File: src/hw/rtl/kclk_pkg.sv
// ----------------------------------------------------------------------------
// kclk_pkg
// Shared types and constants for the keypad code entry lock: the request and
// response words, command and key codes, register indexes and reset values.
// ----------------------------------------------------------------------------
package kclk_pkg;

   // Default number of digit positions in one code.
   localparam int CODE_LENGTH_DEF = 4;

   // Number of positions that have a configured code digit.
   localparam int NUM_CODE_REGS = 4;

   // Commands carried in a request word.
   localparam logic [1:0] CMD_START = 2'd0;
   localparam logic [1:0] CMD_KEY   = 2'd1;
   localparam logic [1:0] CMD_TICK  = 2'd2;

   // Key codes with a special meaning.
   localparam logic [3:0] KEY_DIGIT_MIN = 4'd1;
   localparam logic [3:0] KEY_DIGIT_MAX = 4'd9;
   localparam logic [3:0] KEY_STAR      = 4'd10;
   localparam logic [3:0] KEY_ZERO      = 4'd11;
   localparam logic [3:0] KEY_HASH      = 4'd12;

   // Register indexes on the configuration port.
   localparam logic [2:0] CSR_CODE_FIRST  = 3'd0;
   localparam logic [2:0] CSR_CODE_SECOND = 3'd1;
   localparam logic [2:0] CSR_CODE_THIRD  = 3'd2;
   localparam logic [2:0] CSR_CODE_FOURTH = 3'd3;
   localparam logic [2:0] CSR_TIMEOUT     = 3'd4;

   // Register reset values.
   localparam logic [3:0] CODE_FIRST_RST  = 4'd1;
   localparam logic [3:0] CODE_SECOND_RST = 4'd2;
   localparam logic [3:0] CODE_THIRD_RST  = 4'd3;
   localparam logic [3:0] CODE_FOURTH_RST = 4'd4;
   localparam logic [7:0] TIMEOUT_RST     = 8'd10;

   // Saturation value of the seconds counter.
   localparam logic [7:0] SECONDS_MAX = 8'hFF;

   typedef struct packed {
      logic [1:0] cmd;
      logic [3:0] key_code;
   } req_word_type;

   typedef struct packed {
      logic [3:0] led_mask;
      logic       session_active;
      logic       session_done;
      logic       code_ok;
      logic       timed_out;
   } rsp_word_type;

endpackage

File: src/hw/rtl/keypad_code_entry_lock_unit.sv
// ----------------------------------------------------------------------------
// keypad_code_entry_lock_unit
// Code entry session for a keypad combination lock: digit entry, step back,
// confirm with hash, compare against the configured code and time out.
// ----------------------------------------------------------------------------
// Usage:
// Request words (start, key press, one-second tick) enter on req_valid /
// req_stall; one response word leaves for every request on rsp_valid /
// rsp_stall. The configuration port (csr_valid / csr_ready, csr_index,
// csr_wdata) writes the four code digits and the timeout; it is always ready
// and is meant to be written only while no request is in flight.
// A request taken at a clock edge is held in the input register, and its response
// is loaded into the output register when that word moves on, which a stalled
// output can delay. The session update is one pass of short logic between
// the two registers, so one word is taken every cycle while the output moves.
// When the receiver stalls, the output word holds, the input register keeps
// one further word, and req_stall rises only while both are occupied.
// A synchronous reset empties both registers, ends any session, clears the
// stored digits and the seconds count, and restores the default code 1-2-3-4
// with a ten-second timeout.
// ----------------------------------------------------------------------------
module keypad_code_entry_lock_unit #(
   parameter int CODE_LENGTH = kclk_pkg::CODE_LENGTH_DEF
) (
   input  logic                   clock,
   input  logic                   reset,
   input  logic                   req_valid,
   output logic                   req_stall,
   input  kclk_pkg::req_word_type req_data,
   output logic                   rsp_valid,
   input  logic                   rsp_stall,
   output kclk_pkg::rsp_word_type rsp_data,
   input  logic                   csr_valid,
   output logic                   csr_ready,
   input  logic [2:0]             csr_index,
   input  logic [7:0]             csr_wdata
);
   import kclk_pkg::*;

   // Positions that are stored and compared; later ones only count.
   localparam int STORED = (CODE_LENGTH < NUM_CODE_REGS) ? CODE_LENGTH : NUM_CODE_REGS;
   localparam int FILL_W = $clog2(CODE_LENGTH + 1);
   localparam logic [FILL_W-1:0] FILL_FULL = FILL_W'(CODE_LENGTH);

   // Configuration registers.
   logic [3:0] code_ff [NUM_CODE_REGS];
   logic [7:0] timeout_ff;

   // Session state.
   logic              active_ff, active_in;
   logic [FILL_W-1:0] fill_ff, fill_in;
   logic [3:0]        digits_ff [STORED];
   logic [3:0]        digits_in [STORED];
   logic [7:0]        seconds_ff, seconds_in;

   // Input and output registers.
   logic         in_valid_ff;
   req_word_type in_word_ff;
   logic         out_valid_ff;
   rsp_word_type out_word_ff, out_word_in;

   logic advance;
   logic [7:0] seconds_inc;
   logic match;
   logic is_digit;

   // The input register moves on when the output register is free or leaving.
   assign advance   = in_valid_ff && (!out_valid_ff || !rsp_stall);
   assign req_stall = in_valid_ff && !advance;
   assign rsp_valid = out_valid_ff;
   assign rsp_data  = out_word_ff;
   assign csr_ready = 1'b1;

   // Configuration writes; an index beyond the list is ignored.
   always_ff @(posedge clock) begin
      if (reset) begin
         code_ff[0] <= CODE_FIRST_RST;
         code_ff[1] <= CODE_SECOND_RST;
         code_ff[2] <= CODE_THIRD_RST;
         code_ff[3] <= CODE_FOURTH_RST;
         timeout_ff <= TIMEOUT_RST;
      end else if (csr_valid && csr_ready) begin
         case (csr_index)
            CSR_CODE_FIRST:  code_ff[0] <= csr_wdata[3:0];
            CSR_CODE_SECOND: code_ff[1] <= csr_wdata[3:0];
            CSR_CODE_THIRD:  code_ff[2] <= csr_wdata[3:0];
            CSR_CODE_FOURTH: code_ff[3] <= csr_wdata[3:0];
            CSR_TIMEOUT:     timeout_ff <= csr_wdata;
            default: begin
            end
         endcase
      end
   end

   // Input register: loads whenever it is empty or its word moves on.
   always_ff @(posedge clock) begin
      if (reset) begin
         in_valid_ff <= 1'b0;
      end else if (!in_valid_ff || advance) begin
         in_valid_ff <= req_valid;
      end
   end

   always_ff @(posedge clock) begin
      if (!in_valid_ff || advance) begin
         in_word_ff <= req_data;
      end
   end

   // Saturating seconds count and the code comparison.
   always_comb begin
      seconds_inc = (seconds_ff < SECONDS_MAX) ? seconds_ff + 8'd1 : seconds_ff;
      match = 1'b1;
      for (int i = 0; i < STORED; i++) begin
         if (digits_ff[i] != code_ff[i]) begin
            match = 1'b0;
         end
      end
      is_digit = (in_word_ff.key_code inside {[KEY_DIGIT_MIN:KEY_DIGIT_MAX]})
                 || (in_word_ff.key_code == KEY_ZERO);
   end

   // Session update for the word in the input register.
   always_comb begin
      active_in   = active_ff;
      fill_in     = fill_ff;
      seconds_in  = seconds_ff;
      digits_in   = digits_ff;
      out_word_in = '0;

      case (in_word_ff.cmd)
         CMD_START: begin
            active_in  = 1'b1;
            fill_in    = '0;
            seconds_in = '0;
         end
         CMD_KEY: begin
            if (active_ff) begin
               if (is_digit) begin
                  if (fill_ff < FILL_FULL) begin
                     for (int i = 0; i < STORED; i++) begin
                        if (fill_ff == FILL_W'(i)) begin
                           digits_in[i] = in_word_ff.key_code;
                        end
                     end
                     fill_in = fill_ff + FILL_W'(1);
                  end
               end else if (in_word_ff.key_code == KEY_STAR) begin
                  if (fill_ff != '0) begin
                     fill_in = fill_ff - FILL_W'(1);
                  end
               end else if (in_word_ff.key_code == KEY_HASH) begin
                  if (fill_ff == FILL_FULL) begin
                     out_word_in.session_done = 1'b1;
                     out_word_in.code_ok      = match;
                     active_in                = 1'b0;
                     fill_in                  = '0;
                  end
               end
            end
         end
         CMD_TICK: begin
            if (active_ff) begin
               seconds_in = seconds_inc;
               if (seconds_inc >= timeout_ff) begin
                  out_word_in.session_done = 1'b1;
                  out_word_in.timed_out    = 1'b1;
                  active_in                = 1'b0;
                  fill_in                  = '0;
                  for (int i = 0; i < STORED; i++) begin
                     digits_in[i] = '0;
                  end
               end
            end
         end
         default: begin
         end
      endcase

      // Thermometer of filled positions, shown only while a session runs.
      out_word_in.session_active = active_in;
      for (int i = 0; i < 4; i++) begin
         out_word_in.led_mask[i] = active_in && (int'(fill_in) > i);
      end
   end

   // Session state and output register.
   always_ff @(posedge clock) begin
      if (reset) begin
         active_ff  <= 1'b0;
         fill_ff    <= '0;
         seconds_ff <= '0;
         for (int i = 0; i < STORED; i++) begin
            digits_ff[i] <= '0;
         end
      end else if (advance) begin
         active_ff  <= active_in;
         fill_ff    <= fill_in;
         seconds_ff <= seconds_in;
         digits_ff  <= digits_in;
      end
   end

   always_ff @(posedge clock) begin
      if (reset) begin
         out_valid_ff <= 1'b0;
      end else if (advance) begin
         out_valid_ff <= 1'b1;
      end else if (!rsp_stall) begin
         out_valid_ff <= 1'b0;
      end
   end

   always_ff @(posedge clock) begin
      if (advance) begin
         out_word_ff <= out_word_in;
      end
   end

`ifndef SYNTHESIS
   // A finished session is never reported as still running.
   assert property (@(posedge clock) disable iff (reset)
      rsp_valid && rsp_data.session_done |-> !rsp_data.session_active)
      else $error("session_done together with session_active");

   // A verdict only comes with the word that ends the session.
   assert property (@(posedge clock) disable iff (reset)
      rsp_valid && (rsp_data.code_ok || rsp_data.timed_out) |-> rsp_data.session_done)
      else $error("verdict without session_done");

   // The lamps are dark whenever no session runs.
   assert property (@(posedge clock) disable iff (reset)
      rsp_valid && !rsp_data.session_active |-> rsp_data.led_mask == 4'd0)
      else $error("lamps lit while idle");

   // A stalled input means a word is held and the output cannot take it.
   assert property (@(posedge clock) disable iff (reset)
      req_stall |-> in_valid_ff && out_valid_ff && rsp_stall)
      else $error("input stalled without cause");
`endif

endmodule
File: config.mk
export PLATFORM = sky130hd
export DESIGN_NAME = keypad_code_entry_lock_unit
export DESIGN_NICKNAME = d
export VERILOG_FILES = /design/src/hw/rtl/kclk_pkg.sv /design/src/hw/rtl/keypad_code_entry_lock_unit.sv
export SDC_FILE = /design/constraint.sdc
export NUM_CORES = 1
export LEC_CHECK = 0
export ABC_CLOCK_PERIOD_IN_PS = 7400
export BUFFER_PORTS_ARGS = -buffer_cell sky130_fd_sc_hd__buf_2
export CORE_MARGIN = 1
export CORE_UTILIZATION = 24
export DETAILED_ROUTE_END_ITERATION = 16
export PLACE_DENSITY_LB_ADDON = 0.15
export SLEW_MARGIN = 40
export SYNTH_ARGS = -nofsm -noshare
export SYNTH_HDL_FRONTEND = slang
export SYNTH_SLANG_ARGS = --single-unit
File: constraint.sdc
create_clock -name clock -period 7.4 [get_ports clock]
set_clock_uncertainty 0.2 [all_clocks]
set_input_delay 0.37 -clock clock [delete_from_list [all_inputs] [get_ports clock]]
set_output_delay 0.37 -clock clock [all_outputs]
set_load 0.02 [all_outputs]
==> results of run 1 <==
[flip-flops by register name (all words and copies together) (netlist names)]
register,cells
rsp_data,8
digits_ff,16
in_valid_ff,1
timeout_ff,8
seconds_ff,8
fill_ff,3
in_word_ff,6
active_ff,1
rsp_valid,1
code_ff,16
[final cells by class]
cell class | instances | area, µm² | area share (%)
Inverter | 23 | 86.3 | 2.01
Tap cell | 184 | 230 | 5.37
Multi-Input combinational cell | 270 | 1830 | 42.6
Clock inverter | 3 | 16.3 | 0.379
Clock buffer | 13 | 282 | 6.56
Timing Repair Buffer | 34 | 188 | 4.37
Sequential cell | 68 | 1660 | 38.7
[placed cells by master, fill, tap and decap left out, types with 2 or more instances in the layout]
cell / netlist / routed
nor4_2: 4 / 4
nand2_1: 29 / 29
clkbuf_8: 0 / 2
o22ai_1: 2 / 2
dlygate4sd3_1: 0 / 3
a31o_2: 4 / 4
nor2_1: 38 / 38
nand3b_1: 2 / 2
or3_1: 5 / 5
nand2b_1: 9 / 9
and2_1: 14 / 14
o31ai_1: 2 / 2
a211oi_1: 3 / 3
a22oi_1: 6 / 6
nand3_1: 9 / 9
ha_1: 18 / 18
a21o_1: 2 / 2
clkinv_2: 0 / 2
inv_1: 23 / 23
nor2b_1: 10 / 10
xnor2_1: 19 / 19
and4_1: 2 / 2
nor3_1: 6 / 6
and3_1: 4 / 4
dfxtp_1: 38 / 38
nand4_1: 8 / 8
a21oi_1: 23 / 23
edfxtp_1: 30 / 30
mux2i_1: 17 / 17
a31oi_1: 5 / 5
o21ai_0: 10 / 10
clkbuf_16: 0 / 10
o2111ai_1: 2 / 2
buf_2: 0 / 30
[repair_timing]
action | 4_1_cts | 5_1_grt
hold buffers | 2 | 1
resized for setup | 0 | 0
endpoints found under the hold margin | 2 | 1
[layer usage]
layer	GRT usage, %	vias to the layer above	share of wire [%]
li1	-	1389	-
met1	15.5	1282	50
met2	16.8	62	43
met3	3.91	10	4.6
met4	4.39	0	1.8
met5	0	-	0
[cell families after synthesis]
logic type,count (synthesis),synth area share [%]
muxes,18,5.03
buffers and inverters,36,3.85
adders and majority gates,18,6.24
DFF,68,46.0
AOI/OAI and AO/OA,67,12.4
xor gates and xnor gates,20,4.85
and+or+nand+nor,146,21.5
other,1,0.104
[power by group]
group	leakage, nW	total, W	internal (W)	switching [W]
sequential	0.603	0.000417	0.000406	0.0000117
combinational	0.806	0.0000741	0.0000283	0.0000458
clock	0.151	0.000421	0.000264	0.000157
total	1.56	0.000913	0.000698	0.000214
[worst max-delay path, delay by kind of cell (launching register included)]
family / cells / cell delay (ns)
AO/OA/AOI/OAI: 4 / 1.38
AND/OR/NAND/NOR: 4 / 0.85
adder cells (fa/ha/maj): 2 / 0.47
flip-flops: 1 / 0.41
XOR/XNOR: 1 / 0.24
[worst paths after layout]
path	startpoint	end	slack [ns]	cells past startpoint
setup / recovery	seconds_ff[0]$_SDFFE_PP0P_	rsp_data[6]$_DFFE_PP_	3.69	11
hold / removal	req_data[2]	in_word_ff[2]$_DFFE_PN_	0.02	1
setup reg to reg	seconds_ff[0]$_SDFFE_PP0P_	rsp_data[6]$_DFFE_PP_	3.69	11
hold reg to reg	timeout_ff[6]$_SDFFE_PP0P_	timeout_ff[6]$_SDFFE_PP0P_	0.25	2
[stage by stage]
step | total power, W | instances
after floorplan | 0.000471 | 374
after global placement | 0.000498 | 576
after detailed placement | 0.000498 | 576
after CTS | 0.000927 | 594
after global routing | 0.000952 | 595
final | 0.000913 | 595
==> flow_summary_export.csv, run 1 <==
group,metric,value,unit
pwr,leakagePower,1.56,nW
setup_path,cp-end-kind,"flop",
final_layout,fin_area,4290,µm²
clocking,clockBufferDepth,2,
floorplanning,core_area,14600,µm²
setup_path,crit_chain,"ha_1 > and2_1 > nand3_1 > xnor2_1 > ha_1 > nand2b_1 > a2111o_1 > a311oi_4 > o21ai_0 > and3_1 > o31ai_1",
timing,setup_viol,0,
floorplanning,rows,44,
placement,port_buffers,31,
placement,hpwl,6130,µm
final_layout,drive_gt1_share,14.1,%
grt,grt_pass1_wl,13900,µm
floorplanning,boundaryPins,33,
job,cap_violations,0,
yosys,synth_seq_cells,68,
clocking,numClockSinks,68,
placement,place_congestion,0.809,
timing,holdWs,0.0157,ns
grt,grt_usage,11.5,%
clocking,htreeDepth,3,
timing,finalCriticalPeriod,3.71,ns
run_status,status,"complete, no violations",
drt,dr.pass1.iters,4,
floorplanning,start_util,24.7,%
timing,max-slew-margin-rel,50.4,%
drt,vias,2743,
pwr,ir_worst_vdd,95.7,µV
yosys,yosysWarnings,0,
timing,max_freq,0.269,GHz
grt,grt_max_degree,44,
setup_path,start_kind,"flop",
clocking,clk_latency,0.34,ns
placement,place_ws,3.75,ns
clocking,cts_tree,"done",
yosys,synthTopCellsByArea,"edfxtp_1 (25%), dfxtp_1 (21%), ha_1 (6.2%), mux2i_1 (4.7%), xnor2_1 (4.6%)",
timing,rsz0062_at_grt,"false",
yosys,ys.flop_type,"dfxtp_1",
grt,grt_pass1_vias,2661,
timing,drv_slew,0,
timing,setup_tns,0,ns
yosys,async_flop_share,0,%
yosys,ys_types,48,
yosys,synth-edff-count,30,
grt,overflow,0,
drt,drc,0,
setup_path,path_class,"reg2reg",
pwr,power.density,213,nW/µm²
setup_path,path_max_fanout,7,
yosys,synth_area_leader_cell,"edfxtp_1",
final_layout,diodes,0,
timing,tightest_slew,0.737,ns
clocking,numCtsBuffers,9,
yosys,synth_common_cells,"dfxtp_1 (38), nor2_1 (38), edfxtp_1 (30)",
setup_path,worst_ep_arrival_time,3.68,ns
drt,finalWirelength,8370,µm
setup_path,critical_path.max_stage_delay,0.52,ns
clocking,postCtsSetupRepairBufs,0,
clocking,root_buffer,"clkbuf_16",
floorplanning,die_area,15500,µm²
setup_path,slowest_stage,"a311oi_4",
grt,grt_antenna_before_repair,0,
yosys,synth_fp_nets,414,
timing,setup_slack,3.69,ns
floorplanning,die_w,125,µm
setup_path,cp_common_cell,"ha_1",
timing,hold_viol,0,
drt,antenna_left,0,
floorplanning,fp.dieH,125,µm
placement,placed_area,3960,µm²
final_layout,fill_cells,1520,
yosys,syn_inst,374,
clocking,clkTransAtPathRegs,0.06,ns
yosys,syn_area,3610,µm²
timing,post-route-period-util,50.2,%
setup_path,crit_required,7.36,ns
drt,wire_per_inst,14.1,µm
drt,viasPerCell,4.61,
yosys,ys_seq_area_share,46.0,%
final_layout,nNetsFinal,446,
drt,drt_iter0_drc,150,
final_layout,fin_util,29.4,%
yosys,syn_area_per_cell,9.65,µm²
worst_hold_path,hp-class,"in2reg",
yosys,synth_top_area_share,25.0,%
final_layout,syn_to_final_growth,18.9,%
No activity file was read; power rests on OpenSTA's default activity.
==> run 2: changes to the inputs <==
--- a/config.mk
+++ b/config.mk
@@ -5,7 +5,7 @@
 export SDC_FILE = /design/constraint.sdc
 export NUM_CORES = 1
 export LEC_CHECK = 0
-export ABC_CLOCK_PERIOD_IN_PS = 7400
+export ABC_CLOCK_PERIOD_IN_PS = 3000
 export BUFFER_PORTS_ARGS = -buffer_cell sky130_fd_sc_hd__buf_2
 export CORE_MARGIN = 1
 export CORE_UTILIZATION = 24
==> constraint.sdc (replaced) <==
create_clock -name clock -period 3 [get_ports clock]
set_clock_uncertainty 0.2 [all_clocks]
set_input_delay 0.15 -clock clock [delete_from_list [all_inputs] [get_ports clock]]
set_output_delay 0.15 -clock clock [all_outputs]
set_load 0.02 [all_outputs]
==> run 2 against run 1 <==
The run now ends with setup timing left. Global-route usage increased by 0.18 points. Clock-buffer cell count did not move. Hold slack improved by 0.023 ns. Design area up 11%. Wire length grew 1.5%. Critical endpoint unchanged.
==> flow_summary_export.csv, run 2 (synthesis gave the netlist of run 1 again) <==
group,metric,value,unit
placement,place_congestion,0.851,
clocking,numCtsBuffers,9,
grt,grt_max_degree,43,
drt,dr.pass1.iters,4,
setup_path,cp_common_cell,"ha_4",
grt,grt_antenna_before_repair,0,
floorplanning,fp.dieH,125,µm
timing,holdWs,0.0392,ns
pwr,leakagePower,1.77,nW
setup_path,path_max_fanout,7,
timing,tightest_slew,0.711,ns
clocking,clockBufferDepth,2,
timing,rsz0062_at_grt,"true",
pwr,p_total,0.00244,W
final_layout,diodes,0,
drt,wire_per_inst,13.5,µm
drt,viasPerCell,4.56,
floorplanning,start_util,24.7,%
setup_path,crit_buf_inv,1,
setup_path,start_kind,"flop",
drt,drt_iter0_drc,190,
grt,grt_pass1_wl,14300,µm
timing,setup_viol,3,
final_layout,syn_to_final_growth,31.6,%
drt,drc,0,
clocking,numClockSinks,68,
pwr,power.density,514,nW/µm²
setup_path,cp-end-kind,"flop",
final_layout,nNetsFinal,479,
timing,finalCriticalPeriod,3.04,ns
timing,max-slew-margin-rel,51.3,%
floorplanning,rows,44,
drt,finalWirelength,8490,µm
setup_path,crit_required,2.96,ns
placement,port_buffers,31,
setup_path,crit_start,"seconds_ff[1]$_SDFFE_PP0P_",
floorplanning,die_w,125,µm
final_layout,fill_cells,1502,
clocking,root_buffer,"clkbuf_16",
timing,setup_slack,-0.0393,ns
pwr,ir_worst_vdd,245,µV
floorplanning,die_area,15500,µm²
grt,overflow,0,
run_status,violations,"setup timing",
setup_path,path_class,"reg2reg",
final_layout,top_regs,"code_ff: 16 flops, digits_ff: 16 flops",
grt,grt_pass1_vias,2825,
setup_path,critical_path.max_stage_delay,0.47,ns
floorplanning,core_area,14600,µm²
setup_path,worst_ep_arrival_time,3.00,ns
clocking,cts_tree,"done",
floorplanning,boundaryPins,33,
timing,hold_viol,0,
worst_hold_path,hp-start,"csr_index[0]",
clocking,htreeDepth,3,
final_layout,drive_gt1_share,22.7,%
setup_path,cp_top_family,"compound AO/OA/AOI/OAI gates",
setup_path,slowest_stage,"a2111o_1",
clocking,clk_latency,0.33,ns
placement,hpwl,6130,µm
setup_path,crit_chain,"ha_4 > and2_4 > nand3_4 > mux2_4 > ha_4 > a2111o_1 > a311oi_4 > buf_6 > o21ai_2 > and3_4 > o31ai_2",
worst_hold_path,hp-class,"in2reg",
drt,vias,2865,
job,cap_violations,0,
timing,post-route-period-util,101,%
final_layout,final_cell_mix,"nor2_1 (38), dfxtp_1 (36), buf_2 (31)",
timing,max_freq,0.329,GHz
timing,drv_slew,0,
clocking,clkTransAtPathRegs,0.06,ns
grt,grt_usage,11.7,%
drt,antenna_left,0,
setup_path,worstReg2RegStart,"seconds_ff[1]$_SDFFE_PP0P_",
run_status,status,"complete, but fails checks",
placement,place_ws,-0.0988,ns
final_layout,layout_commonest_cell,"nor2_1",
## run 2: cell count changes in the layout (fill, tap and decap cells not counted), moves of 3 or more
| cell | before | now |
|---|---|---|
| buf_4 | 1 | 19 |
| dlygate4sd3_1 | 3 | 16 |
| o21ai_0 | 10 | 6 |
| o21ai_2 | 0 | 4 |
| and2_1 | 14 | 11 |
| and2_4 | 0 | 3 |
## run 2: stage by stage
| stage | TNS [ns] | instance area (µm²) | std cells | util (%) |
|---|---|---|---|---|
| detailed placement | -0.758 | 4120 | 594 | 28.2 |
| global route | -2.49 | 4750 | 628 | 32.6 |
| finish | -0.0567 | 4750 | 628 | 32.6 |
| floorplan | 0 | 3650 | 374 | - |
| CTS | -0.0934 | 4710 | 627 | 32.3 |
| global placement | -0.380 | 4120 | 594 | 28.2 |
## run 2: worst paths after layout
kind                                                     to  slack (ns)  cells after the start
worst max-delay path                  rsp_data[6]$_DFFE_PP_       -0.04                     11
worst min-delay path            code_ff[3][2]$_SDFFCE_PN1P_        0.04                      3
worst max register to register        rsp_data[6]$_DFFE_PP_       -0.04                     11
worst min register to register   timeout_ff[4]$_SDFFE_PP0P_        0.26                      2
## run 2: tightest hold or removal path, stage by stage
cell,delay (ns)
buf_2,0.14
nand2_1,0.07
or3_1,0.10
## run 2: final cells by class
type	count	area, µm²	area share [%]
multi-input combinational	270	1950	41.0
clock buffer	13	303	6.38
inverter	23	86.3	1.82
sequential	68	1670	35.1
tap	184	230	4.85
timing repair buffer	67	469	9.88
clock inverter	3	46.3	0.975
## run 2: layer usage
layer | global-route usage [%] | vias to the layer above | routed length [µm]
met4 | 4.39 | 0 | 132
li1 | - | 1467 | -
met3 | 3.14 | 10 | 293
met2 | 17.8 | 53 | 3710
met5 | 0 | - | 0
met1 | 15.7 | 1335 | 4350
## run 2: power by group
group          internal (W)  switching [W]
clock              0.000793       0.000408
combinational     0.0000909       0.000123
sequential         0.000999      0.0000271
## run 2: what timing repair did
item / CTS / global route
hold endpoints to repair: 32 / 0
setup buffers: 2 / 5
resized for setup: 13 / 10
hold buffers: 16 / 0
pin swaps: 4 / 13
setup endpoints to repair: 22 / 23
